--- src/rtl/core/mnab_pkg.sv ---
// ----------------------------------------------------------------------------
// mnab_pkg
// Shared widths, defaults and codes for the mesh node adjacency builder.
// ----------------------------------------------------------------------------
`default_nettype none

package mnab_pkg;

  localparam int GRID_MAX_DEF  = 64;
  localparam int MAX_SLOTS_DEF = 8;

  localparam int ID_W      = 12;
  localparam int COL_W     = 6;
  localparam int SLOT_W    = 3;
  localparam int CNT_OUT_W = 4;
  localparam int DIM_RAW_W = 7;
  localparam int DIM_RESET = 64;

  localparam int CFG_AW = 3;
  localparam int CFG_DW = 32;

  typedef enum logic {
    CMD_ADD  = 1'b0,
    CMD_READ = 1'b1
  } cmd_t;

  typedef enum logic {
    REG_GRID_COLUMNS = 1'b0,
    REG_GRID_ROWS    = 1'b1
  } reg_idx_t;

endpackage

`default_nettype wire

--- src/rtl/core/mnab_cfg.sv ---
// ----------------------------------------------------------------------------
// mnab_cfg
// APB register file for grid dimensions; clamps them and registers the
// node count of the grid.
// ----------------------------------------------------------------------------
`default_nettype none

module mnab_cfg #(
  parameter int GRID_MAX = mnab_pkg::GRID_MAX_DEF,
  localparam int NODE_TOTAL = GRID_MAX * GRID_MAX,
  localparam int DIM_W  = $clog2(GRID_MAX + 1),
  localparam int AREA_W = $clog2(NODE_TOTAL + 1)
) (
  input  logic                        clk,
  input  logic                        rst_n,
  input  logic                        psel,
  input  logic                        penable,
  input  logic                        pwrite,
  input  logic [mnab_pkg::CFG_AW-1:0] paddr,
  input  logic [mnab_pkg::CFG_DW-1:0] pwdata,
  output logic [mnab_pkg::CFG_DW-1:0] prdata,
  output logic                        pready,
  output logic [DIM_W-1:0]            cols,
  output logic [DIM_W-1:0]            rows,
  output logic [AREA_W-1:0]           area
);

  import mnab_pkg::*;

  localparam int DIM_RST = (DIM_RESET > GRID_MAX) ? GRID_MAX : DIM_RESET;

  logic [DIM_RAW_W-1:0] cols_raw_r;
  logic [DIM_RAW_W-1:0] rows_raw_r;
  logic [AREA_W-1:0]    area_r;
  logic                 wr_en;
  reg_idx_t             reg_idx;

  function automatic int clamp_dim(input logic [DIM_RAW_W-1:0] v);
    int t;
    t = int'(v);
    if (t < 2) begin
      t = 2;
    end else if (t > GRID_MAX) begin
      t = GRID_MAX;
    end
    return t;
  endfunction

  assign pready  = 1'b1;
  assign reg_idx = reg_idx_t'(paddr[2]);
  assign wr_en   = psel && penable && pwrite;

  always_ff @(posedge clk) begin
    if (!rst_n) begin
      cols_raw_r <= DIM_RAW_W'(DIM_RESET);
      rows_raw_r <= DIM_RAW_W'(DIM_RESET);
      area_r     <= AREA_W'(DIM_RST * DIM_RST);
    end else begin
      if (wr_en) begin
        case (reg_idx)
          REG_GRID_COLUMNS: cols_raw_r <= pwdata[DIM_RAW_W-1:0];
          REG_GRID_ROWS:    rows_raw_r <= pwdata[DIM_RAW_W-1:0];
          default:          ;
        endcase
      end
      area_r <= AREA_W'(cols) * AREA_W'(rows);
    end
  end

  always_comb begin
    case (reg_idx)
      REG_GRID_COLUMNS: prdata = CFG_DW'(cols_raw_r);
      REG_GRID_ROWS:    prdata = CFG_DW'(rows_raw_r);
      default:          prdata = '0;
    endcase
  end

  assign cols = DIM_W'(clamp_dim(cols_raw_r));
  assign rows = DIM_W'(clamp_dim(rows_raw_r));
  assign area = area_r;

endmodule

`default_nettype wire

--- config.mk ---
export PLATFORM = sky130hd
export DESIGN_NAME = mnab_cfg
export DESIGN_NICKNAME = d
export VERILOG_FILES = /design/src/rtl/core/mnab_pkg.sv /design/src/rtl/core/mnab_cfg.sv
export SDC_FILE = /design/constraint.sdc
export NUM_CORES = 1
export LEC_CHECK = 0
export BUFFER_PORTS_ARGS = -buffer_cell sky130_fd_sc_hd__buf_2
export CAP_MARGIN = 20
export CELL_PAD_IN_SITES_DETAIL_PLACEMENT = 1
export CELL_PAD_IN_SITES_GLOBAL_PLACEMENT = 1
export CORE_ASPECT_RATIO = 1.4
export CORE_MARGIN = 2
export CORE_UTILIZATION = 30
export CTS_CLUSTER_SIZE = 24
export DETAILED_ROUTE_END_ITERATION = 8
export PLACE_DENSITY = 0.68
export RECOVER_POWER = 25
export SYNTH_ARGS = -nofsm -noshare
export SYNTH_HDL_FRONTEND = slang
export SYNTH_SLANG_ARGS = --single-unit
--- constraint.sdc ---
create_clock -name clk -period 5.99 [get_ports clk]
set_input_delay 0 -clock clk [delete_from_list [all_inputs] [get_ports clk]]
set_output_delay 0 -clock clk [all_outputs]
set_load 0.03 [all_outputs]
# ---- After elaboration in Yosys (flattened, before gate mapping)
# Cells that the tools add are included.
dict set report op_classes {
  n_reduce_logical 4
  mul 1
  bitwise 1
  n_lt_le_gt_ge 4
  muxes 5
}
# operator count
set op_table {}
lappend op_table {{$pmux W32 S2} 1}
lappend op_table {{$mux W7} 4}
lappend op_table {{$gt A7 B7 Y1 const B} 2}
lappend op_table {{$lt A7 B2 Y1 const B} 2}
lappend op_table {{$mul A7 B7 Y13} 1}
lappend op_table {{$reduce_and A2 Y1} 2}
lappend op_table {{$logic_and A1 B1 Y1} 2}
lappend op_table {{$not A1 Y1} 1}
dict set report totals {
  reg_bits 27
  out_inout_bits 60
}

# ---- Longest topological paths before layout
# Gate-level depths: netlist of run 1.
dict set report logic_depth {
  ltp_word 4
  ltp_mapped 19
}

# ---- Worst setup path before layout of run 1
# OpenSTA, ideal clock, no wires.
dict set report synth_timing {
  kind {reg-to-reg}
  start {register cols_raw_r[2]}
  end {register area_r[9], in the netlist area[9]}
  path_stages_with_launch 20
  slack_ns 1.094
  setup_ns 0.115
  t_required_ns 5.875
  synth_period_minus_slack_ns 4.896
  t_arrival_ns 4.781
  cell_sequence {dfxtp_1 or4_1 nor2_1 nor2_1 or2_4 clkinv_2 nand2_1 fa_1 fa_1 inv_1 fa_1 inv_1 fa_1 inv_1 ha_1 or2_2 a21o_1 a31oi_1 xnor2_1 and2_1}
}
dict set report synth_between {
  elab_chain_len 4
  elab_cells_between_ends 5
  classes_between {1 x mul; 2 x order compare; 2 x mux}
}
# item line
set synth_rtl {}
lappend synth_rtl {{start, declared} mnab_cfg.sv:32} ;# logic [DIM_RAW_W-1:0] cols_raw_r;
lappend synth_rtl {{start signal, assigned} mnab_cfg.sv:55} ;# cols_raw_r <= DIM_RAW_W'(DIM_RESET);
lappend synth_rtl {{start signal, assigned} mnab_cfg.sv:61} ;# REG_GRID_COLUMNS: cols_raw_r <= pwdata[DIM_RAW_W-1:0];
lappend synth_rtl {{$gt A7 B7 Y1} mnab_cfg.sv:43} ;# end else if (t > GRID_MAX) begin
lappend synth_rtl {{$mux W7} mnab_cfg.sv:43}
lappend synth_rtl {{$mux W7 (*)} mnab_cfg.sv:41} ;# if (t < 2) begin
lappend synth_rtl {{via cols[1]} mnab_cfg.sv:23} ;# output logic [DIM_W-1:0] cols,
lappend synth_rtl {{$mul A7 B7 Y13 (*)} mnab_cfg.sv:66} ;# area_r <= AREA_W'(cols) * AREA_W'(rows);
lappend synth_rtl {{end signal, assigned} mnab_cfg.sv:57} ;# area_r <= AREA_W'(DIM_RST * DIM_RST);
lappend synth_rtl {{end signal, assigned} mnab_cfg.sv:66}
lappend synth_rtl {{end, declared} mnab_cfg.sv:34} ;# logic [AREA_W-1:0] area_r;
# Mark *: on every way through the listed nets, which the timed path passes. The rest lies on a longest branch.
# A chain may end at the register's enable or synchronous reset.

# ---- Final worst setup path of run 1
dict set report layout_timing {
  start {register cols_raw_r[2]}
  end {register area_r[8], in the netlist area[8]}
}
dict set report layout_between {
  elab_chain_len 4
  elab_cells_between_ends 5
  classes_between {1 x mul; 2 x order compare; 2 x mux}
}
# item line
set layout_rtl {}
lappend layout_rtl {{$gt A7 B7 Y1} mnab_cfg.sv:43}
lappend layout_rtl {{$mux W7} mnab_cfg.sv:43}
lappend layout_rtl {{$mux W7 (*)} mnab_cfg.sv:41}
lappend layout_rtl {{$mul A7 B7 Y13 (*)} mnab_cfg.sv:66}
# Every way passes the cells marked *; elsewhere a longest branch is shown, timed or not.

==> flow_summary.ini, run 1 <==
[status]
outcome = complete, no violations

[logic_synthesis]
synthArstFlopShare = 0
netlist.area_leader.share = 0.1962
synth_edf_count = 0
synth-seq-area-share = 0.1962
yosysWarnings = 0
yosysTopAreaCell = dfxtp_1
avgSynthCellArea_um2 = 8.504
netlist_area_um2 = 2755
synthCells = 324
ys_types = 39
synth_seq_cells = 27
ys.flop_type = dfxtp_1
ys_top_cells_by_area = dfxtp_1, fa_1, ha_1, buf_4, nand2_1

[route]
via_per_inst = 4.650
ant_nets = 0
drc = 0
dr_total_vias = 2218
routed_wl_um = 6617
dr.pass1.iters = 4
wl_per_cell_um = 13.87
drtIter0Drc = 62

[setup_path]
path_max_fanout = 5
cp.arrival_ps = 5260
setup.worst_path.end_class = register
cp_top_family = adder cells
cp_slowest_cell = fa_1
worstSetupPathType = register to register
path_cells = or4_1 > nor2_1 > nor2_1 > or2_4 > clkinv_2 > nand2_1 > fa_1 > fa_1 > inv_1 > fa_1 > inv_1 > fa_1 > inv_1 > ha_1 > o21ai_0 > o21bai_1 > a21oi_1 > xnor2_1 > and2_1
max_stage_delay_ps = 550
cp_common_cell = fa_1
required_ps = 6150
path_buf_inv = 4
critPathLaunchType = register

[die]
fp.dieW_um = 84.99
io_pins = 100
start_util = 0.3069
dieHeight_um = 117.4
coreArea_um2 = 8977
core.rowCount = 41
die-area_um2 = 9977

[timing]
fmax_ghz = 0.1961
fin_crit_sh = 0.8512
finalMaxSlewViolations = 0
hold_violations = 0
skew_ps = 6.389
finalSetupViolations = 0
grt_setup_unrepaired = false
fin_setup_tns_ps = 0
period_needed_ps = 5099
tightest_slew_ps = 526.0
relSlewSlack = 0.6472

[flow_run]
maxCapViolations = 0

[power]
leakagePower_nw = 1.650
seq_power_share = 0.460
power.internal_mw = 0.2901
p_sw_mw = 0.1144
vdd_drop_max_mv = 0.1011
power.share.switching = 0.2828
p_clk_frac = 0.390
power_frac_comb = 0.150
p_per_area_nw_per_um2 = 130.4

[layout]
syn2layout_area_growth_pct = 12.58
design_area_um2 = 3102
n_antenna_cell = 0
fin_nets = 464
layout-drive-gt1-share = 0.1432

[clock_tree]
post_cts_buffers = 0
postCtsResizedCells = 0
cts_max_level = 1
tritoncts = yes
cts_sinks = 27
clk_pin_slew_ps = 70
root_buffer = clkbuf_16
clock_path_buffers = 2
cts-buffers-inserted = 3
clk_latency_ps = 270

[global_route]
antenna_found_initial = 0
grt_max_degree = 28
grt.total_usage = 0.1339
grt_pass1_vias = 2250
grt_pass1_wl_um = 10730
grt-ovfl-total = 0

[place]
placed_cell_area_um2 = 2987
place.gp.congestion = 0.8060
dp_hpwl_um = 5661
port_buffers = 46

[hold_path]
holdCritPathClass = input port to register
## cells in the mapped netlist, types with 2 or more instances
library cell  instances
nand2_1              46
ha_1                 30
inv_1                30
nor2_1               30
dfxtp_1              27
buf_4                26
fa_1                 23
and2_1               18
a21boi_0             12
nand2b_1              8
o21ai_0               8
xnor2_1               8
mux2_2                7
a211oi_1              6
clkbuf_1              6
a21o_1                4
nand3_1               3
o21bai_1              3
a21oi_1               2
a31oi_1               2
and3_1                2
clkinv_2              2
conb_1                2
nor3_1                2
or2_4                 2
xor2_1                2
## placed cells by master, fill, tap and decap left out, drive strengths merged, types with 3 or more instances in the layout
cell type,instances
nand2b,8
o21ai,9
buf,32
a21boi,12
or2,3
fa,23
inv,30
nor2,30
dlygate4sd3,5
a21o,4
xnor2,8
clkbuf,17
dfxtp,27
and2,18
nand2,46
mux2,7
a211oi,6
o21bai,3
nand3,3
conb,26
ha,30
## cell families (layout without fill, tap and decap cells)
kind of cell,count (synthesis),count (layout),synth area share
AO/OA/AOI/OAI,40,40,0.1022
other,2,26,0.002726
multiplexers,7,7,0.02861
flip-flops,27,27,0.1962
buffers and inverters,65,87,0.1253
adder cells (fa/ha/maj),53,53,0.3034
AND/OR/NAND/NOR,120,120,0.2098
XOR/XNOR,10,10,0.03179
## path summary, 6_finish.rpt
kind / startpoint / to / slack [ps] / cells past startpoint
max: cols_raw_r[2]$_SDFFE_PN0P_ / area[8]$_SDFF_PN0_ / 890 / 19
max reg2reg: cols_raw_r[2]$_SDFFE_PN0P_ / area[8]$_SDFF_PN0_ / 890 / 19
min: pwdata[3] / rows_raw_r[3]$_SDFFE_PN0P_ / 4 / 3
min reg2reg: rows_raw_r[0]$_SDFFE_PN0P_ / rows_raw_r[0]$_SDFFE_PN0P_ / 480 / 2
## per-stage QoR
step	cells	power (mW)	hold slack (ps)	setup slack [ps]	utilization
after global routing	477	0.4235	17.33	582.7	0.3455
after global placement	468	0.2486	242.2	922.6	0.3327
final	477	0.4045	3.732	891.4	0.3455
after detailed placement	468	0.2495	255.7	868.5	0.3327
after floorplan	348	0.2487	124.0	1094	-
after CTS	477	0.4136	4.142	836.9	0.3475
## registers in the layout, indices dropped and copies added, names as in the netlist
register    flops
area           13
cols_raw_r      7
rows_raw_r      7
## per-layer routing
metal,up-vias,share of wire,GRT usage
met3,13,0.042,0.01830
li1,1081,-,-
met4,0,0.018,0.03373
met2,56,0.57,0.2642
met5,-,0,0
met1,1068,0.37,0.1442
## worst reg2reg max path: stages (launching register included)
cell and delay, ps:
dfxtp_1 330, or4_1 530, nor2_1 130, nor2_1 50, or2_4 250, clkinv_2 90
nand2_1 80, fa_1 500, fa_1 550, inv_1 60, fa_1 520, inv_1 50
fa_1 520, inv_1 40, ha_1 320, o21ai_0 120, o21bai_1 390, a21oi_1 150
xnor2_1 140, and2_1 150
## layout make-up
| type | instances | area, µm² |
|---|---|---|
| clock buffer | 3 | 75.07 |
| clock inverter | 1 | 7.507 |
| fill | 1086 | 5876 |
| inverter | 32 | 122.6 |
| multi-input combinational | 256 | 1959 |
| sequential | 27 | 540.5 |
| tap | 107 | 133.9 |
| timing repair buffer | 51 | 262.8 |
## power groups by stage
stage | Sequential [mW] | Combinational (mW) | Clock (mW)
after floorplan | 0.189 | 0.0593 | 0
after global placement | 0.190 | 0.0584 | 0
after detailed placement | 0.190 | 0.0591 | 0
after CTS | 0.186 | 0.0617 | 0.166
after global routing | 0.187 | 0.0658 | 0.171
final | 0.186 | 0.0608 | 0.158
## what timing repair did
item	CTS	global route
setup endpoints to repair	0	0
hold endpoints to repair	9	0
hold buffers	5	0
Note: power is estimated with default switching activity, not from simulation.
==> inputs of run 2 (changes only) <==
CORE_ASPECT_RATIO = 2   (was 1.4)
==> run 2 against run 1 <==
Against the previous run: the flow now finishes with violations (negative hold slack); setup slack got worse by 140 ps; clock skew decreased by 4.0 ps; die area increased by 0.36%; sequential power about the same; register-to-register slack got worse by 140 ps.
==> flow_summary.ini, run 2 (same netlist as run 1, synthesis figures left out) <==
[layout]
seq_area_um2 = 540.5
final_util = 0.3462
final_cells = 473
num-fill-cells = 1103
largest_register_ffs = 13
fin_nets = 465
multi_input_area_um2 = 1959
syn2layout_area_growth_pct = 12.49
layout_common_cells = nand2_1, buf_2, inv_1, nor2_1, ha_1
n_antenna_cell = 0
layout-drive-gt1-share = 0.1429
layout_commonest_cell = nand2_1
design_area_um2 = 3099

[status]
failed_checks = negative hold slack
outcome = finished with violations

[die]
die-area_um2 = 10010
io_pins = 100
start_util = 0.3078
fp.dieW_um = 71.77
dieHeight_um = 139.5
core.rowCount = 49
coreArea_um2 = 8951

[place]
placed_cell_area_um2 = 2988
port_buffers = 46
dp_slack_ps = 792.8
place.gp.congestion = 0.9248
dp_hpwl_um = 6188
placed_cells = 464

[global_route]
grt_max_degree = 28
antenna_found_initial = 0
grt-ovfl-total = 0
grt.total_usage = 0.1550
grt_pass1_wl_um = 12050
grt_pass1_vias = 2444

[setup_path]
setup.worst_path.end_class = register
critPathLaunchType = register
worstSetupPathType = register to register
path_max_fanout = 5
cp.arrival_ps = 5410
required_ps = 6160

[hold_path]
holdCritPathClass = input port to register

[route]
dr.pass1.iters = 4
via_per_inst = 4.744
wl_per_cell_um = 15.27
routed_wl_um = 7222
drc = 0
dr_total_vias = 2244
ant_nets = 0
drtIter0Drc = 62

[timing]
grt_setup_unrepaired = false
tightest_slew_ps = 577.4
skew_ps = 2.376
fin_crit_sh = 0.8753
hold_violations = 3
fin_setup_tns_ps = 0
hold_ws_ps = -4.191
worst_slack_ps = 747.1
finalSetupViolations = 0
finalMaxSlewViolations = 0
period_needed_ps = 5243
fmax_ghz = 0.1907
relSlewSlack = 0.6128

[clock_tree]
post_cts_buffers = 0
cts_hold_buf = 5
cts-buffers-inserted = 3
tritoncts = yes
clk_latency_ps = 270
postCtsResizedCells = 0
cts_sinks = 27
clock_path_buffers = 2
cts_max_level = 1
clk_pin_slew_ps = 70
root_buffer = clkbuf_16

[power]
p_per_area_nw_per_um2 = 131.7
vdd_drop_max_mv = 0.08970
total_power_mw = 0.4081
leakagePower_nw = 1.655

[flow_run]
maxCapViolations = 0
-- run 2: changes by cell type in the layout (fill, tap and decap cells not counted), sizes merged --
cell / previous run / this run
buf: 32 / 33
clkbuf: 17 / 18
clkinvlp: 1 / 0
-- run 2: critical path, stage by stage, from the launching register on --
cell and delay (ps):
dfxtp_1 330, or4_1 530, nor2_1 140, nor2_1 50
or2_4 260, clkinv_2 90, nand2_1 80, fa_1 500
fa_1 540, inv_1 50, fa_1 530, inv_1 60
fa_1 530, inv_1 40, ha_1 330, o21ai_0 120
o21bai_1 480, a21oi_1 170, xnor2_1 140, and2_1 150
-- run 2: area by class of cell --
class / count / area share
clock buffers: 4 / 0.02543
inverters: 32 / 0.03956
multi-input cells: 256 / 0.6322
flip-flops and latches: 27 / 0.1744
well taps: 102 / 0.04118
repair buffers: 52 / 0.08720
-- run 2: power breakdown --
part / total [mW] / switching, mW / internal (mW)
Sequential: 0.185 / 0.00325 / 0.182
Clock: 0.160 / 0.0684 / 0.0915
Combinational: 0.0627 / 0.0454 / 0.0173
Total: 0.408 / 0.117 / 0.291
-- run 2: path summary, 6_finish.rpt --
check                                                start                    endpoint  slack [ps]  cells after the start
worst min-delay path                             pwdata[1]  rows_raw_r[1]$_SDFFE_PN0P_          -4                      3
worst max-delay path            cols_raw_r[2]$_SDFFE_PN0P_          area[8]$_SDFF_PN0_         750                     19
worst max register to register  cols_raw_r[2]$_SDFFE_PN0P_          area[8]$_SDFF_PN0_         750                     19
worst min register to register  rows_raw_r[0]$_SDFFE_PN0P_  rows_raw_r[0]$_SDFFE_PN0P_         490                      2
-- run 2: metal layers --
metal,up-vias,share of wire,global-route usage
li1,1086,-,-
met3,17,0.038,0.01593
met5,-,0,0
met4,0,0.035,0.06753
met1,1081,0.31,0.1358
met2,60,0.62,0.3265
