--- config.mk ---
export PLATFORM = sky130hd
export DESIGN_NAME = mnab_ctrl
export DESIGN_NICKNAME = d
export VERILOG_FILES = /design/src/rtl/core/mnab_pkg.sv /design/src/rtl/core/mnab_ctrl.sv
export SDC_FILE = /design/constraint.sdc
export NUM_CORES = 1
export LEC_CHECK = 0
export ABC_AREA = 1
export BUFFER_PORTS_ARGS = -buffer_cell sky130_fd_sc_hd__buf_2
export CAP_MARGIN = 0
export CORE_MARGIN = 3
export CORE_UTILIZATION = 35
export CTS_CLUSTER_DIAMETER = 40
export DETAILED_ROUTE_END_ITERATION = 10
export SYNTH_ARGS = -nofsm -noshare
export SYNTH_HDL_FRONTEND = slang
export SYNTH_SLANG_ARGS = --single-unit
export TNS_END_PERCENT = 50
--- constraint.sdc ---
create_clock -name clk -period 4 [get_ports clk]
set_clock_uncertainty 0.1 [all_clocks]
set_input_delay 0.4 -clock clk [delete_from_list [all_inputs] [get_ports clk]]
set_output_delay 0.4 -clock clk [all_outputs]
set_load 0.02 [all_outputs]
--- src/rtl/core/mnab_pkg.sv ---
// ----------------------------------------------------------------------------
// mnab_pkg
// Shared widths, defaults and codes for the mesh node adjacency builder.
// ----------------------------------------------------------------------------
`default_nettype none

package mnab_pkg;

  localparam int GRID_MAX_DEF  = 64;
  localparam int MAX_SLOTS_DEF = 8;

  localparam int ID_W      = 12;
  localparam int COL_W     = 6;
  localparam int SLOT_W    = 3;
  localparam int CNT_OUT_W = 4;
  localparam int DIM_RAW_W = 7;
  localparam int DIM_RESET = 64;

  localparam int CFG_AW = 3;
  localparam int CFG_DW = 32;

  typedef enum logic {
    CMD_ADD  = 1'b0,
    CMD_READ = 1'b1
  } cmd_t;

  typedef enum logic {
    REG_GRID_COLUMNS = 1'b0,
    REG_GRID_ROWS    = 1'b1
  } reg_idx_t;

endpackage

`default_nettype wire

--- src/rtl/core/mnab_ctrl.sv ---
// ----------------------------------------------------------------------------
// mnab_ctrl
// Sequencer: count memory init after reset, request checks, the twelve
// link updates of an add (read count, scan slots, append), slot reads,
// and the result register.
// ----------------------------------------------------------------------------
`default_nettype none

module mnab_ctrl #(
  parameter int GRID_MAX  = mnab_pkg::GRID_MAX_DEF,
  parameter int MAX_SLOTS = mnab_pkg::MAX_SLOTS_DEF,
  localparam int NODE_TOTAL = GRID_MAX * GRID_MAX,
  localparam int NODE_W = $clog2(NODE_TOTAL),
  localparam int TAB_AW = $clog2(NODE_TOTAL * MAX_SLOTS),
  localparam int CNT_W  = $clog2(MAX_SLOTS + 1),
  localparam int DIM_W  = $clog2(GRID_MAX + 1),
  localparam int AREA_W = $clog2(NODE_TOTAL + 1)
) (
  input  logic                           clk,
  input  logic                           rst_n,
  input  logic [DIM_W-1:0]               cols,
  input  logic [DIM_W-1:0]               rows,
  input  logic [AREA_W-1:0]              area,
  input  logic                           in_valid,
  output logic                           in_stall,
  input  logic                           in_command,
  input  logic [mnab_pkg::COL_W-1:0]     in_cell_col,
  input  logic [mnab_pkg::COL_W-1:0]     in_cell_row,
  input  logic [mnab_pkg::ID_W-1:0]      in_node_index,
  input  logic [mnab_pkg::SLOT_W-1:0]    in_slot_index,
  output logic                           out_valid,
  input  logic                           out_stall,
  output logic [mnab_pkg::ID_W-1:0]      out_neighbor_id,
  output logic [mnab_pkg::CNT_OUT_W-1:0] out_list_count,
  output logic                           out_list_full,
  output logic                           out_request_error,
  output logic                           cnt_we,
  output logic [NODE_W-1:0]              cnt_waddr,
  output logic [CNT_W-1:0]               cnt_wdata,
  output logic [NODE_W-1:0]              cnt_raddr,
  input  logic [CNT_W-1:0]               cnt_rdata,
  output logic                           tab_we,
  output logic [TAB_AW-1:0]              tab_waddr,
  output logic [mnab_pkg::ID_W-1:0]      tab_wdata,
  output logic [TAB_AW-1:0]              tab_raddr,
  input  logic [mnab_pkg::ID_W-1:0]      tab_rdata
);

  import mnab_pkg::*;

  localparam int PROD_W = (COL_W + DIM_W + 1 > NODE_W) ? COL_W + DIM_W + 1 : NODE_W;
  localparam int CW     = (COL_W > DIM_W) ? COL_W + 1 : DIM_W + 1;
  localparam int RW     = (ID_W > AREA_W) ? ID_W : AREA_W;
  localparam int CMP_W  = (ID_W > NODE_W) ? ID_W : NODE_W;
  localparam int STEP_W = 4;
  localparam logic [STEP_W-1:0] LAST_STEP = STEP_W'(11);

  typedef enum logic [9:0] {
    ST_CLEAR  = 10'b0000000001,
    ST_IDLE   = 10'b0000000010,
    ST_CHECK  = 10'b0000000100,
    ST_CORNER = 10'b0000001000,
    ST_SETUP  = 10'b0000010000,
    ST_COUNT  = 10'b0000100000,
    ST_SCAN   = 10'b0001000000,
    ST_FINAL  = 10'b0010000000,
    ST_RDATA  = 10'b0100000000,
    ST_RESP   = 10'b1000000000
  } state_t;

  state_t state_r, state_nxt;

  cmd_t               cmd_r;
  logic [COL_W-1:0]   col_r;
  logic [COL_W-1:0]   row_r;
  logic [ID_W-1:0]    node_r;
  logic [SLOT_W-1:0]  slot_r;

  logic [NODE_W-1:0]  a_r, b_r, c_r, d_r;
  logic [NODE_W-1:0]  n_r, nb_r;
  logic [NODE_W-1:0]  sel_n, sel_nb;
  logic [NODE_W-1:0]  clr_r;
  logic [NODE_W-1:0]  rd_node;
  logic [TAB_AW-1:0]  base_r;
  logic [TAB_AW-1:0]  rd_addr;
  logic [CNT_W-1:0]   cnt_r;
  logic [CNT_W-1:0]   s_r;
  logic [STEP_W-1:0]  step_r;
  logic               found_r;
  logic               pend_r;
  logic               full_r;

  logic [ID_W-1:0]      res_id_r;
  logic [CNT_OUT_W-1:0] res_cnt_r;
  logic                 res_full_r;
  logic                 res_err_r;

  logic                 out_valid_r;
  logic [ID_W-1:0]      out_id_r;
  logic [CNT_OUT_W-1:0] out_cnt_r;
  logic                 out_full_r;
  logic                 out_err_r;

  logic [PROD_W-1:0]  a_full;
  logic               add_bad;
  logic               read_bad;
  logic               in_take;
  logic               out_free;
  logic               hit_now;
  logic               issue;
  logic               scan_done;
  logic               append;
  logic [ID_W-1:0]    rd_id;

  assign in_take  = in_valid && (state_r == ST_IDLE);
  assign in_stall = (state_r != ST_IDLE);
  assign out_free = !out_valid_r || !out_stall;

  assign a_full   = PROD_W'(col_r) * PROD_W'(rows) + PROD_W'(row_r);
  assign add_bad  = ((CW'(col_r) + CW'(1)) >= CW'(cols)) ||
                    ((CW'(row_r) + CW'(1)) >= CW'(rows));
  assign read_bad = (RW'(node_r) >= RW'(area)) ||
                    (CNT_W'(slot_r) >= CNT_W'(MAX_SLOTS));

  assign rd_node  = NODE_W'(node_r);
  assign rd_addr  = TAB_AW'(rd_node) * TAB_AW'(MAX_SLOTS) + TAB_AW'(slot_r);

  assign hit_now   = pend_r && (CMP_W'(tab_rdata) == CMP_W'(nb_r));
  assign issue     = (state_r == ST_SCAN) && !found_r && (s_r < cnt_r);
  assign scan_done = (state_r == ST_SCAN) && !pend_r && (found_r || (s_r >= cnt_r));
  assign append    = scan_done && !found_r && (cnt_r < CNT_W'(MAX_SLOTS));

  // slot zero always holds the node itself
  assign rd_id = (slot_r == '0) ? node_r :
                 ((CNT_W'(slot_r) < cnt_rdata) ? tab_rdata : '0);

  // link order: each corner of (a,b,c) then of (a,c,d) gets the other two
  always_comb begin
    case (step_r)
      4'd0:    begin sel_n = a_r; sel_nb = b_r; end
      4'd1:    begin sel_n = a_r; sel_nb = c_r; end
      4'd2:    begin sel_n = b_r; sel_nb = c_r; end
      4'd3:    begin sel_n = b_r; sel_nb = a_r; end
      4'd4:    begin sel_n = c_r; sel_nb = a_r; end
      4'd5:    begin sel_n = c_r; sel_nb = b_r; end
      4'd6:    begin sel_n = a_r; sel_nb = c_r; end
      4'd7:    begin sel_n = a_r; sel_nb = d_r; end
      4'd8:    begin sel_n = c_r; sel_nb = d_r; end
      4'd9:    begin sel_n = c_r; sel_nb = a_r; end
      4'd10:   begin sel_n = d_r; sel_nb = a_r; end
      4'd11:   begin sel_n = d_r; sel_nb = c_r; end
      default: begin sel_n = a_r; sel_nb = b_r; end
    endcase
  end

  assign cnt_we    = (state_r == ST_CLEAR) || append;
  assign cnt_waddr = (state_r == ST_CLEAR) ? clr_r : n_r;
  assign cnt_wdata = (state_r == ST_CLEAR) ? CNT_W'(1) : cnt_r + CNT_W'(1);

  always_comb begin
    case (state_r)
      ST_SETUP: cnt_raddr = sel_n;
      ST_FINAL: cnt_raddr = a_r;
      default:  cnt_raddr = rd_node;
    endcase
  end

  assign tab_we    = append;
  assign tab_waddr = base_r + TAB_AW'(cnt_r);
  assign tab_wdata = ID_W'(nb_r);
  assign tab_raddr = (state_r == ST_SCAN) ? base_r + TAB_AW'(s_r) : rd_addr;

  always_comb begin
    state_nxt = state_r;
    case (state_r)
      ST_CLEAR: begin
        if (clr_r == NODE_W'(NODE_TOTAL - 1)) begin
          state_nxt = ST_IDLE;
        end
      end
      ST_IDLE: begin
        if (in_valid) begin
          state_nxt = ST_CHECK;
        end
      end
      ST_CHECK: begin
        if (cmd_r == CMD_ADD) begin
          state_nxt = add_bad ? ST_RESP : ST_CORNER;
        end else begin
          state_nxt = read_bad ? ST_RESP : ST_RDATA;
        end
      end
      ST_CORNER: state_nxt = ST_SETUP;
      ST_SETUP:  state_nxt = ST_COUNT;
      ST_COUNT:  state_nxt = ST_SCAN;
      ST_SCAN: begin
        if (scan_done) begin
          state_nxt = (step_r == LAST_STEP) ? ST_FINAL : ST_SETUP;
        end
      end
      ST_FINAL: state_nxt = ST_RDATA;
      ST_RDATA: state_nxt = ST_RESP;
      ST_RESP: begin
        if (out_free) begin
          state_nxt = ST_IDLE;
        end
      end
      default: state_nxt = ST_IDLE;
    endcase
  end

  always_ff @(posedge clk) begin
    if (!rst_n) begin
      state_r     <= ST_CLEAR;
      clr_r       <= '0;
      step_r      <= '0;
      s_r         <= '0;
      pend_r      <= 1'b0;
      found_r     <= 1'b0;
      full_r      <= 1'b0;
      out_valid_r <= 1'b0;
    end else begin
      state_r <= state_nxt;
      if (state_r == ST_CLEAR) begin
        clr_r <= clr_r + NODE_W'(1);
      end
      if (in_take) begin
        full_r <= 1'b0;
      end
      if (state_r == ST_CORNER) begin
        step_r <= '0;
      end
      if (state_r == ST_COUNT) begin
        s_r     <= CNT_W'(1);
        pend_r  <= 1'b0;
        found_r <= (CMP_W'(ID_W'(n_r)) == CMP_W'(nb_r));
      end
      if (state_r == ST_SCAN) begin
        pend_r <= issue;
        if (issue) begin
          s_r <= s_r + CNT_W'(1);
        end
        if (hit_now) begin
          found_r <= 1'b1;
        end
        if (scan_done) begin
          step_r <= step_r + STEP_W'(1);
          if (!found_r && !append) begin
            full_r <= 1'b1;
          end
        end
      end
      if ((state_r == ST_RESP) && out_free) begin
        out_valid_r <= 1'b1;
      end else if (!out_stall) begin
        out_valid_r <= 1'b0;
      end
    end
  end

  always_ff @(posedge clk) begin
    if (in_take) begin
      cmd_r  <= cmd_t'(in_command);
      col_r  <= in_cell_col;
      row_r  <= in_cell_row;
      node_r <= in_node_index;
      slot_r <= in_slot_index;
    end
    if (state_r == ST_CHECK) begin
      a_r        <= a_full[NODE_W-1:0];
      res_id_r   <= '0;
      res_cnt_r  <= '0;
      res_full_r <= 1'b0;
      res_err_r  <= 1'b1;
    end
    if (state_r == ST_CORNER) begin
      b_r <= a_r + NODE_W'(rows);
      c_r <= a_r + NODE_W'(rows) + NODE_W'(1);
      d_r <= a_r + NODE_W'(1);
    end
    if (state_r == ST_SETUP) begin
      n_r  <= sel_n;
      nb_r <= sel_nb;
    end
    if (state_r == ST_COUNT) begin
      cnt_r  <= cnt_rdata;
      base_r <= TAB_AW'(n_r) * TAB_AW'(MAX_SLOTS);
    end
    if (state_r == ST_RDATA) begin
      res_err_r <= 1'b0;
      res_cnt_r <= CNT_OUT_W'(cnt_rdata);
      if (cmd_r == CMD_ADD) begin
        res_id_r   <= '0;
        res_full_r <= full_r;
      end else begin
        res_id_r   <= rd_id;
        res_full_r <= 1'b0;
      end
    end
    if ((state_r == ST_RESP) && out_free) begin
      out_id_r   <= res_id_r;
      out_cnt_r  <= res_cnt_r;
      out_full_r <= res_full_r;
      out_err_r  <= res_err_r;
    end
  end

  assign out_valid         = out_valid_r;
  assign out_neighbor_id   = out_id_r;
  assign out_list_count    = out_cnt_r;
  assign out_list_full     = out_full_r;
  assign out_request_error = out_err_r;

endmodule

`default_nettype wire
# Word level (Yosys, flattened, before mapping)

Index checks and enable logic that the tools add are counted.

Output and inout port bits: 92
Bits of input ports: 75
Flip-flop bits (word level): 186
Word-level logic and storage cells: 151

Magnitude comparators: 7
Mux-type cells: 42
Multipliers: 1
Equality and inequality tests: 30
$add $sub $neg: 13
Reduce and logical (&&, ||, !) cells: 29

Operator list:

| kind                                                                   | count |
|---|---|
| 10-bit one-hot mux with 10 select lines                                | 1 |
| 12-bit two-way mux                                                     | 6 |
| 12-bit one-hot mux with 3 select lines                                 | 2 |
| 10-bit two-way mux                                                     | 7 |
| 12-bit by 1-bit adder with 12-bit output, second input constant        | 3 |
| 4-bit two-way mux                                                      | 9 |
| 15-bit by 4-bit adder with 15-bit output                               | 2 |
| 12-bit equality test                                                   | 2 |
| 12-bit one-hot mux with 2 select lines                                 | 1 |
| 4-bit by 3-bit equality test with 1-bit output, second input constant  | 4 |
| 4-bit equality test, second input constant                             | 4 |
| 15-bit by 3-bit adder with 15-bit output                               | 1 |
| 15-bit two-way mux                                                     | 1 |
| 6-bit by 1-bit adder with 7-bit output, second input constant          | 2 |
| 7-bit greater-or-equal comparator                                      | 2 |
| 1-bit two-way mux                                                      | 14 |
| 12-bit by 13-bit greater-or-equal comparator with 1-bit output         | 1 |
| 12-bit by 6-bit adder with 12-bit output                               | 1 |
| 12-bit by 7-bit adder with 12-bit output                               | 1 |
| 4-bit by 1-bit adder with 4-bit output, second input constant          | 3 |
| 12-bit equality test, second input constant                            | 1 |
| 6-bit by 7-bit multiplier with 12-bit output                           | 1 |
| 4-bit OR reduction                                                     | 3 |
| 10-bit by 1-bit equality test with 1-bit output, second input constant | 1 |
| other kinds (26)                                                       | 49 |

# Longest topological paths before layout

Gate-level depths: netlist of run 1.

Word-level depth: 10
Mapped depth: 18
Depth with buffers taken out: 17

# Least setup slack after synthesis of run 1

OpenSTA, ideal clock, no wires.

Path type: reg-to-reg
Start: register col_r[4]
End: register a_r[8] (data pin)
Arrival: 3.752 ns
Period minus slack after synthesis: 4.112 ns
Setup time: 0.260 ns
Path buffers: 1
Path slack: -0.112 ns
Cell stages (with the launch flop): 15
Required time: 3.640 ns
Cells stage by stage: edfxtp_1 clkbuf_1 nand2_1 fa_1 fa_1 inv_1 fa_1 fa_1 ha_1 a21oi_1 o21ai_0 a21o_1 nand3_1 nand3_1 xor2_1

Longest elaborated chain between the ends: 2

RTL lines:

| what                                         | RTL line         | source |
|---|---|---|
| start: declaration                           | mnab_ctrl.sv:74  | `logic [COL_W-1:0] col_r;` |
| start signal: assignment                     | mnab_ctrl.sv:264 | `col_r <= in_cell_col;` |
| 6-bit by 7-bit multiplier with 12-bit output | mnab_ctrl.sv:119 | `assign a_full = PROD_W'(col_r) * PROD_W'(rows) + PROD_W'(row_r);` |
| 12-bit by 6-bit adder with 12-bit output     | mnab_ctrl.sv:119 |  |
| net a_full[8]                                | mnab_ctrl.sv:104 | `logic [PROD_W-1:0] a_full;` |
| end signal: assignment                       | mnab_ctrl.sv:270 | `a_r <= a_full[NODE_W-1:0];` |
| end: declaration                             | mnab_ctrl.sv:79  | `logic [NODE_W-1:0] a_r, b_r, c_r, d_r;` |

The timed path passes the listed nets, and every way through them passes these cells.
A chain may end at the register's enable or synchronous reset.

# Worst setup path after layout of run 1

Start: register col_r[0]
End: register a_r[8] (data pin)

Same word-level chain as after synthesis.

==> impl_metrics.prom, run 1 <==
# TYPE chip_impl_metric gauge
chip_impl_metric{name="grtUsageMet3",unit="%"} 2.779
chip_impl_info{name="worst_setup_path_start_kind",value="flop"} 1
chip_impl_info{name="synthMostInstantiatedCell",value="sky130_fd_sc_hd__nand2_1"} 1
chip_impl_metric{name="firstDrtPassIters",unit=""} 5
chip_impl_metric{name="grt_pass1_vias",unit=""} 9816
chip_impl_metric{name="vias_per_cell",unit=""} 4.928
chip_impl_metric{name="grt.overflow.total",unit=""} 0
chip_impl_metric{name="cts_buffer_depth",unit=""} 2
chip_impl_metric{name="max_freq",unit="GHz"} 0.2547
chip_impl_metric{name="portBuffers",unit=""} 166
chip_impl_info{name="ys_dominant_reg_cell",value="sky130_fd_sc_hd__edfxtp_1"} 1
chip_impl_info{name="ctsRootBufferMaster",value="sky130_fd_sc_hd__clkbuf_16"} 1
chip_impl_metric{name="yosys.area.top_type_share",unit="%"} 37.30
chip_impl_metric{name="vdd_ir_drop_max",unit="mV"} 0.3654
chip_impl_metric{name="first_iter_violations",unit=""} 674
chip_impl_metric{name="grt.total_usage",unit="%"} 18.08
chip_impl_metric{name="final_antenna_net_count",unit=""} 0
chip_impl_metric{name="use_met2",unit="%"} 31.61
chip_impl_metric{name="stdcell_area",unit="µm²"} 14300
chip_impl_metric{name="worst_slew_margin_relative_to_its_limit",unit="%"} 25.97
chip_impl_metric{name="area_grow_syn2layout",unit="%"} 17.66
chip_impl_metric{name="final_max_slew_viol_count",unit=""} 0
chip_impl_metric{name="rows",unit=""} 67
chip_impl_metric{name="combinationalPowerShare",unit="%"} 34.5
chip_impl_metric{name="power_frac_clock",unit="%"} 27.6
chip_impl_metric{name="dpl_cell_area",unit="µm²"} 13620
chip_impl_metric{name="route.detailed.wl_per_inst",unit="µm"} 16.29
chip_impl_metric{name="critical_path_arrival",unit="ps"} 4020
chip_impl_info{name="worstHoldPathType",value="in -> reg"} 1
chip_impl_info{name="rsz0062_at_grt",value="yes"} 1
chip_impl_info{name="endpoint_kind",value="flop"} 1
chip_impl_metric{name="pin_count_of_the_biggest_net_entering_global_routing",unit=""} 38
chip_impl_metric{name="clk-insertion-delay-late",unit="ps"} 450
chip_impl_metric{name="critical_path.max_fanout",unit=""} 4
chip_impl_metric{name="ys_async_sr_fraction",unit="%"} 0
chip_impl_metric{name="synth-edff-count",unit=""} 151
chip_impl_metric{name="layout-drive-gt1-share",unit="%"} 17.19
chip_impl_metric{name="grt_first_pass_wirelength",unit="µm"} 51740
chip_impl_metric{name="routabilityCongestion",unit=""} 0.8836
chip_impl_metric{name="synth_nets",unit=""} 1607
chip_impl_metric{name="placeableCoreArea",unit="µm²"} 33870
chip_impl_metric{name="period_minus_slack",unit="ps"} 3926
chip_impl_metric{name="timing.final.hold_violations",unit=""} 0
chip_impl_metric{name="cts.sinks",unit=""} 186
chip_impl_metric{name="yosysSeqAreaShare",unit="%"} 43.07
chip_impl_metric{name="period_share",unit="%"} 98.14
chip_impl_info{name="grt-busiest-layer",value="met2"} 1
chip_impl_metric{name="groute.layer.met1.usage",unit="%"} 22.81
chip_impl_metric{name="route.detailed.drc",unit=""} 0
chip_impl_metric{name="finalNetCount",unit=""} 1787
chip_impl_metric{name="die-width",unit="µm"} 192.4
chip_impl_metric{name="dieHeight",unit="µm"} 192.4
chip_impl_metric{name="htree_num_levels",unit=""} 4
chip_impl_info{name="commonest_cells_in_the_netlist",value="sky130_fd_sc_hd__nand2_1, sky130_fd_sc_hd__inv_1, sky130_fd_sc_hd__edfxtp_1"} 1
chip_impl_metric{name="yosysWarningCount",unit=""} 0
chip_impl_metric{name="max_cap_violation_count",unit=""} 0
chip_impl_metric{name="syn_inst",unit=""} 1424
chip_impl_metric{name="ioPinCount",unit=""} 167
chip_impl_metric{name="power_switching",unit="mW"} 2.169
chip_impl_metric{name="power_density",unit="nW/µm²"} 421.8
chip_impl_metric{name="cts_made_buffers",unit=""} 17
chip_impl_metric{name="initial_utilization",unit="%"} 35.89
chip_impl_metric{name="syn-mean-instance-area",unit="µm²"} 8.536
chip_impl_info{name="critical_setup_path_class",value="reg -> reg"} 1
chip_impl_metric{name="setup_viol",unit=""} 0
chip_impl_metric{name="synthDistinctLibCells",unit=""} 52
chip_impl_metric{name="report.power.total",unit="mW"} 6.033
chip_impl_info{name="outcome",value="complete, no violations"} 1
chip_impl_metric{name="die_area",unit="µm²"} 37000
chip_impl_info{name="tritoncts_clock_tree",value="built"} 1
chip_impl_metric{name="flops_latches_synth",unit=""} 186
chip_impl_metric{name="number_of_antenna_violations_at_the_first_check_in_global_routing",unit=""} 0
chip_impl_info{name="synth_largest_area_cell",value="sky130_fd_sc_hd__edfxtp_1"} 1
chip_impl_metric{name="cell_internal_pwr",unit="mW"} 3.863
chip_impl_metric{name="max_slew.worst_pin.slew",unit="ps"} 1105
chip_impl_metric{name="p_sw_share",unit="%"} 35.96
chip_impl_metric{name="dpl.hpwl",unit="µm"} 26510
chip_impl_metric{name="leakagePower",unit="nW"} 6.540
chip_impl_metric{name="required",unit="ps"} 4090
chip_impl_metric{name="syn_area",unit="µm²"} 12160
chip_impl_metric{name="pwr-share-seq",unit="%"} 37.9
chip_impl_metric{name="detail_route.wirelength",unit="µm"} 33640
chip_impl_metric{name="num_antenna_cells",unit=""} 0
chip_impl_info{name="yosys-top-cells-area",value="sky130_fd_sc_hd__edfxtp_1, sky130_fd_sc_hd__nand2_1, sky130_fd_sc_hd__ha_1, sky130_fd_sc_hd__inv_1, sky130_fd_sc_hd__dfxtp_1"} 1
chip_impl_metric{name="clkSlewWorstSetupHoldPaths",unit="ps"} 80
chip_impl_metric{name="vias",unit=""} 10176
[through the flow]
step                utilization (%)  cells  hold WS (ps)  setup TNS, ps  worst slack, ps
finish                        42.23   2065         24.59              0            74.32
global route                  42.23   2065         9.476         -123.1           -75.77
CTS                           41.92   2064         1.507              0            13.77
detailed placement            40.20   2031         306.2         -447.1           -173.2
global placement              40.20   2031         301.3         -439.3           -183.3
floorplan                         -   1424         300.3         -15.51           -15.51
[sequential cells by signal, summed over array words and instances (netlist names), 6 cells and up]
| register | count |
|---|---|
| state_r | 10 |
| col_r | 6 |
| n_r | 12 |
| c_r | 12 |
| res_id_r | 12 |
| b_r | 12 |
| out_neighbor_id | 12 |
| tab_wdata | 12 |
| row_r | 6 |
| a_r | 12 |
| clr_r | 12 |
| node_r | 12 |
| base_r | 12 |
| d_r | 12 |
[cells in the final DEF, fill, tap and decap left out, types with 5 or more instances in the layout]
cell type                   Yosys  final
sky130_fd_sc_hd__edfxtp_1     151    151
sky130_fd_sc_hd__inv_2          5      7
sky130_fd_sc_hd__o2111ai_1      7      7
sky130_fd_sc_hd__o211ai_1      20     20
sky130_fd_sc_hd__o21ai_0       58     55
sky130_fd_sc_hd__o22ai_1        5      5
sky130_fd_sc_hd__ha_1          84     80
sky130_fd_sc_hd__a21oi_1       52     48
sky130_fd_sc_hd__o21a_1        16     16
sky130_fd_sc_hd__nand2_1      355    353
sky130_fd_sc_hd__a22oi_1        5      5
sky130_fd_sc_hd__buf_2         13    166
sky130_fd_sc_hd__nand2_2        4      5
sky130_fd_sc_hd__dfxtp_1       35     35
sky130_fd_sc_hd__clkbuf_16      0     17
sky130_fd_sc_hd__nor3_1        19     19
sky130_fd_sc_hd__inv_1        226    224
sky130_fd_sc_hd__xor2_1        56     56
sky130_fd_sc_hd__nor2_1        96     93
sky130_fd_sc_hd__nand3_2        2      5
sky130_fd_sc_hd__fa_1          24     24
sky130_fd_sc_hd__inv_8          0      5
sky130_fd_sc_hd__nand3_1       75     72
sky130_fd_sc_hd__nor2_2         4      6
sky130_fd_sc_hd__xnor2_1       18     18
sky130_fd_sc_hd__nand4_1       31     31
sky130_fd_sc_hd__buf_4          4     33
[power by group through the flow]
stage          registers (mW)  logic, mW  clock network, mW
2_1_floorplan            2.29       1.31                  0
3_3_place_gp             2.33       1.84                  0
3_5_place_dp             2.33       1.87                  0
4_1_cts                  2.28       1.90               1.70
5_1_grt                  2.29       2.33               1.77
6_report                 2.28       2.08               1.67
[critical path, stage by stage, from the launching register on]
cell and delay [ps]:
sky130_fd_sc_hd__edfxtp_1 390, sky130_fd_sc_hd__nand2_1 90, sky130_fd_sc_hd__inv_2 40, sky130_fd_sc_hd__fa_1 520, sky130_fd_sc_hd__inv_1 50, sky130_fd_sc_hd__fa_1 490, sky130_fd_sc_hd__inv_2 50, sky130_fd_sc_hd__fa_1 510
sky130_fd_sc_hd__fa_1 460, sky130_fd_sc_hd__ha_4 290, sky130_fd_sc_hd__a21oi_2 130, sky130_fd_sc_hd__o21ai_2 80, sky130_fd_sc_hd__a21o_1 180, sky130_fd_sc_hd__nand3_2 80, sky130_fd_sc_hd__nand3_2 80, sky130_fd_sc_hd__xor2_1 150
[layer usage]
layer,vias up,part of all wire [%],wire [µm]
li1,5060,-,-
met1,4733,43,14580
met2,331,49,16350
met3,52,5.4,1816
met4,0,2.6,888
met5,-,0,0
[cell type report]
cell class / instances / area (µm²)
Clock inverter: 13 / 121.4
Tap cell: 448 / 560.5
Clock buffer: 19 / 442.9
Multi-Input combinational cell: 967 / 5983
Sequential cell: 186 / 5235
Inverter: 232 / 870.8
Timing Repair Buffer: 200 / 1089
Fill cell: 3286 / 19570
[path summary, 6_finish.rpt]
path                                startpoint            endpoint  slack (ps)  cells past startpoint
worst max-delay path                  col_r[0]              a_r[8]          70                     15
worst min-delay path            in_cell_row[0]            row_r[0]          20                      1
worst max register to register        col_r[0]              a_r[8]          70                     15
worst min register to register     res_id_r[4]  out_neighbor_id[4]         320                      0
[kinds of logic (layout without fill, tap and decap cells)]
| kind of cell | count (synthesis) | count (layout) | synth area share (%) |
|---|---|---|---|
| XOR/XNOR | 74 | 74 | 5.332 |
| buffers and inverters | 271 | 464 | 8.698 |
| AND/OR/NAND/NOR | 608 | 608 | 21.63 |
| adder cells (fa/ha/maj) | 108 | 108 | 12.60 |
| AO/OA/AOI/OAI | 177 | 177 | 8.678 |
| flip-flops | 186 | 186 | 43.07 |
[what timing repair did]
item                       4_1_cts  5_1_grt
pin swaps                        0       11
setup buffers                    0        1
hold endpoints to repair         1        0
gates resized for setup          4       22
hold buffers                     1        0
setup endpoints to repair        2        6
(Power assumes the default switching activity.)
==> run 2, diff against run 1 <==
==> constraint.sdc (replaced) <==
create_clock -name clk -period 4.4 [get_ports clk]
set_clock_uncertainty 0.1 [all_clocks]
set_input_delay 0.44 -clock clk [delete_from_list [all_inputs] [get_ports clk]]
set_output_delay 0.44 -clock clk [all_outputs]
set_load 0.02 [all_outputs]
==> run 2 against run 1 <==
Cell count shrank 0.77%. Power shrank 13%. First-iteration DRC count grew 9.3%. Non-clock buffer count shrank 16. Via count grew 0.52%. Sequential cell count is the same. Sequential share of layout area grew 0.52 points. Routed wire length grew 0.79%. Global-route usage grew 0.28 points. Hold slack gained 42 ps. Maximum frequency shrank 5.7%. Critical path type unchanged.
==> impl_metrics.prom, run 2 (synthesis results as in run 1) <==
# TYPE chip_impl_metric gauge
chip_impl_metric{name="cts.sinks",unit=""} 186
chip_impl_metric{name="timing.final.hold_violations",unit=""} 0
chip_impl_metric{name="grt.total_usage",unit="%"} 18.36
chip_impl_metric{name="critical_path_buf_inv_count",unit=""} 3
chip_impl_info{name="outcome",value="complete, no violations"} 1
chip_impl_metric{name="leakagePower",unit="nW"} 6.455
chip_impl_info{name="mostFrequentLayoutCells",value="sky130_fd_sc_hd__nand2_1, sky130_fd_sc_hd__inv_1, sky130_fd_sc_hd__buf_2, sky130_fd_sc_hd__edfxtp_1, sky130_fd_sc_hd__nor2_1"} 1
chip_impl_metric{name="critical_path_arrival",unit="ps"} 4240
chip_impl_metric{name="layout-drive-gt1-share",unit="%"} 15.18
chip_impl_metric{name="firstDrtPassIters",unit=""} 5
chip_impl_metric{name="groute.layer.met1.usage",unit="%"} 23.05
chip_impl_metric{name="period_minus_slack",unit="ps"} 4161
chip_impl_metric{name="whs_path_depth",unit=""} 1
chip_impl_metric{name="vdd_ir_drop_max",unit="mV"} 0.2857
chip_impl_metric{name="finalNetCount",unit=""} 1771
chip_impl_info{name="critical_path.endpoint",value="a_r[8]"} 1
chip_impl_metric{name="route.detailed.drc",unit=""} 0
chip_impl_metric{name="final_cell_count_no_fill",unit=""} 2049
chip_impl_metric{name="placeableCoreArea",unit="µm²"} 33870
chip_impl_metric{name="htree_num_levels",unit=""} 4
chip_impl_metric{name="setup_viol",unit=""} 0
chip_impl_metric{name="clk-insertion-delay-late",unit="ps"} 450
chip_impl_metric{name="routabilityCongestion",unit=""} 0.8680
chip_impl_metric{name="route.detailed.wl_per_inst",unit="µm"} 16.55
chip_impl_metric{name="timing.critical_path.depth",unit=""} 15
chip_impl_metric{name="vias_per_cell",unit=""} 4.992
chip_impl_info{name="critical_path.cell_chain",value="nand2_1 > inv_1 > fa_1 > inv_1 > fa_1 > inv_1 > fa_1 > fa_1 > ha_1 > a21oi_1 > o21ai_0 > a21o_1 > nand3_1 > nand3_1 > xor2_1"} 1
chip_impl_metric{name="required",unit="ps"} 4480
chip_impl_metric{name="cts_made_buffers",unit=""} 17
chip_impl_info{name="layout_commonest_cell",value="sky130_fd_sc_hd__nand2_1"} 1
chip_impl_metric{name="grtUsageMet3",unit="%"} 2.888
chip_impl_metric{name="area_grow_syn2layout",unit="%"} 16.02
chip_impl_metric{name="max_slew.worst_pin.slew",unit="ps"} 1090
chip_impl_metric{name="die_area",unit="µm²"} 37000
chip_impl_metric{name="timing.final.ws_setup",unit="ps"} 239.0
chip_impl_metric{name="max_freq",unit="GHz"} 0.2403
chip_impl_metric{name="detail_route.wirelength",unit="µm"} 33900
chip_impl_metric{name="grt_pass1_vias",unit=""} 9767
chip_impl_info{name="rsz0062_at_grt",value="no"} 1
chip_impl_metric{name="power_density",unit="nW/µm²"} 371.3
chip_impl_metric{name="cts_resized",unit=""} 0
chip_impl_info{name="critical_path.startpoint",value="col_r[2]"} 1
chip_impl_metric{name="vias",unit=""} 10229
chip_impl_metric{name="cts_buffer_depth",unit=""} 2
chip_impl_metric{name="period_share",unit="%"} 94.57
chip_impl_metric{name="place_worst_setup_slack",unit="ps"} 47.31
chip_impl_info{name="critical_path.slowest_cell",value="sky130_fd_sc_hd__fa_1"} 1
chip_impl_metric{name="rr_worst_depth",unit=""} 15
chip_impl_metric{name="cpPeakStageDelay",unit="ps"} 570
chip_impl_info{name="reg2reg_to",value="a_r[8]"} 1
chip_impl_metric{name="pin_count_of_the_biggest_net_entering_global_routing",unit=""} 38
chip_impl_metric{name="ioPinCount",unit=""} 167
chip_impl_metric{name="number_of_antenna_violations_at_the_first_check_in_global_routing",unit=""} 0
chip_impl_info{name="critPathMostFrequentCell",value="sky130_fd_sc_hd__fa_1"} 1
chip_impl_metric{name="initial_utilization",unit="%"} 35.89
chip_impl_metric{name="final_max_slew_viol_count",unit=""} 0
chip_impl_metric{name="rows",unit=""} 67
chip_impl_metric{name="dpl.hpwl",unit="µm"} 27060
chip_impl_metric{name="num_antenna_cells",unit=""} 0
chip_impl_info{name="worstHoldPathType",value="in -> reg"} 1
chip_impl_info{name="grt-busiest-layer",value="met2"} 1
chip_impl_metric{name="critical_path.max_fanout",unit=""} 4
chip_impl_info{name="ctsRootBufferMaster",value="sky130_fd_sc_hd__clkbuf_16"} 1
chip_impl_metric{name="setup_total_negative_slack",unit="ps"} 0
chip_impl_metric{name="worst_slew_margin_relative_to_its_limit",unit="%"} 26.98
chip_impl_metric{name="portBuffers",unit=""} 166
chip_impl_info{name="endpoint_kind",value="flop"} 1
chip_impl_metric{name="dieHeight",unit="µm"} 192.4
chip_impl_metric{name="final_core_util",unit="%"} 41.64
chip_impl_metric{name="timing.reg2reg.setup_slack",unit="ps"} 240
chip_impl_info{name="critical_setup_path_class",value="reg -> reg"} 1
chip_impl_metric{name="grt.overflow.total",unit=""} 0
chip_impl_info{name="cp_top_delay_family",value="adder cells"} 1
chip_impl_metric{name="dp.cells",unit=""} 2017
chip_impl_info{name="regToRegStartpoint",value="col_r[2]"} 1
chip_impl_metric{name="clkSlewWorstSetupHoldPaths",unit="ps"} 80
chip_impl_metric{name="final_antenna_net_count",unit=""} 0
chip_impl_metric{name="number_of_buffers_inserted_by_post_cts_setup_repair",unit=""} 0
chip_impl_metric{name="grt_first_pass_wirelength",unit="µm"} 52600
chip_impl_metric{name="max_cap_violation_count",unit=""} 0
chip_impl_metric{name="die-width",unit="µm"} 192.4
chip_impl_info{name="tritoncts_clock_tree",value="built"} 1
chip_impl_metric{name="use_met2",unit="%"} 32.18
chip_impl_metric{name="post_cts_hold_buffer_count",unit=""} 0
chip_impl_metric{name="first_iter_violations",unit=""} 737
chip_impl_info{name="worst_setup_path_start_kind",value="flop"} 1
run 2: layer usage:
layer	share of wire, %	wire, µm
met5	0	0
met4	2.6	889
met3	6.4	2165
met2	49	16530
met1	42	14320
run 2: power by group:
part           leakage [nW]  switching (mW)  internal (mW)
clock network         0.290           0.754          0.795
registers              1.60          0.0703           2.01
logic                  4.57            1.05          0.565
total                  6.45            1.87           3.37
run 2: through the flow:
| step | hold WS, ps | total power, mW | area [µm²] |
|---|---|---|---|
| after floorplan | 300.3 | 3.252 | 12160 |
| after global placement | 302.9 | 3.684 | 13500 |
| after detailed placement | 305.2 | 3.724 | 13500 |
| after CTS | 47.37 | 5.276 | 14100 |
| after global routing | 48.23 | 5.566 | 14100 |
| final | 66.99 | 5.237 | 14100 |
run 2: how the worst min path moves through the flow:
stage               slack, ps                  to      startpoint
floorplan                 300   out_list_count[0]    res_cnt_r[0]
global placement          300  out_neighbor_id[4]     res_id_r[4]
detailed placement        310   out_list_count[1]    res_cnt_r[1]
CTS                        50            row_r[1]  in_cell_row[1]
global route               50            row_r[1]  in_cell_row[1]
finish                     70            row_r[1]  in_cell_row[1]
run 2: cell type report:
type                            count  area (µm²)
Clock buffer                       19       454.2
Clock inverter                     13       145.1
Fill cell                        3434       19770
Inverter                          232       870.8
Multi-Input combinational cell    967        5871
Sequential cell                   186        5235
Tap cell                          448       560.5
Timing Repair Buffer              184       965.9
run 2: worst reg2reg max path, cell delays in order, from the launching register on:
cell                       delay, ps
sky130_fd_sc_hd__edfxtp_1        390
sky130_fd_sc_hd__nand2_1          80
sky130_fd_sc_hd__inv_1            50
sky130_fd_sc_hd__fa_1            540
sky130_fd_sc_hd__inv_1            50
sky130_fd_sc_hd__fa_1            480
sky130_fd_sc_hd__inv_1            60
sky130_fd_sc_hd__fa_1            570
sky130_fd_sc_hd__fa_1            430
sky130_fd_sc_hd__ha_1            360
sky130_fd_sc_hd__a21oi_1         180
sky130_fd_sc_hd__o21ai_0         130
sky130_fd_sc_hd__a21o_1          200
sky130_fd_sc_hd__nand3_1          70
sky130_fd_sc_hd__nand3_1          80
sky130_fd_sc_hd__xor2_1          150
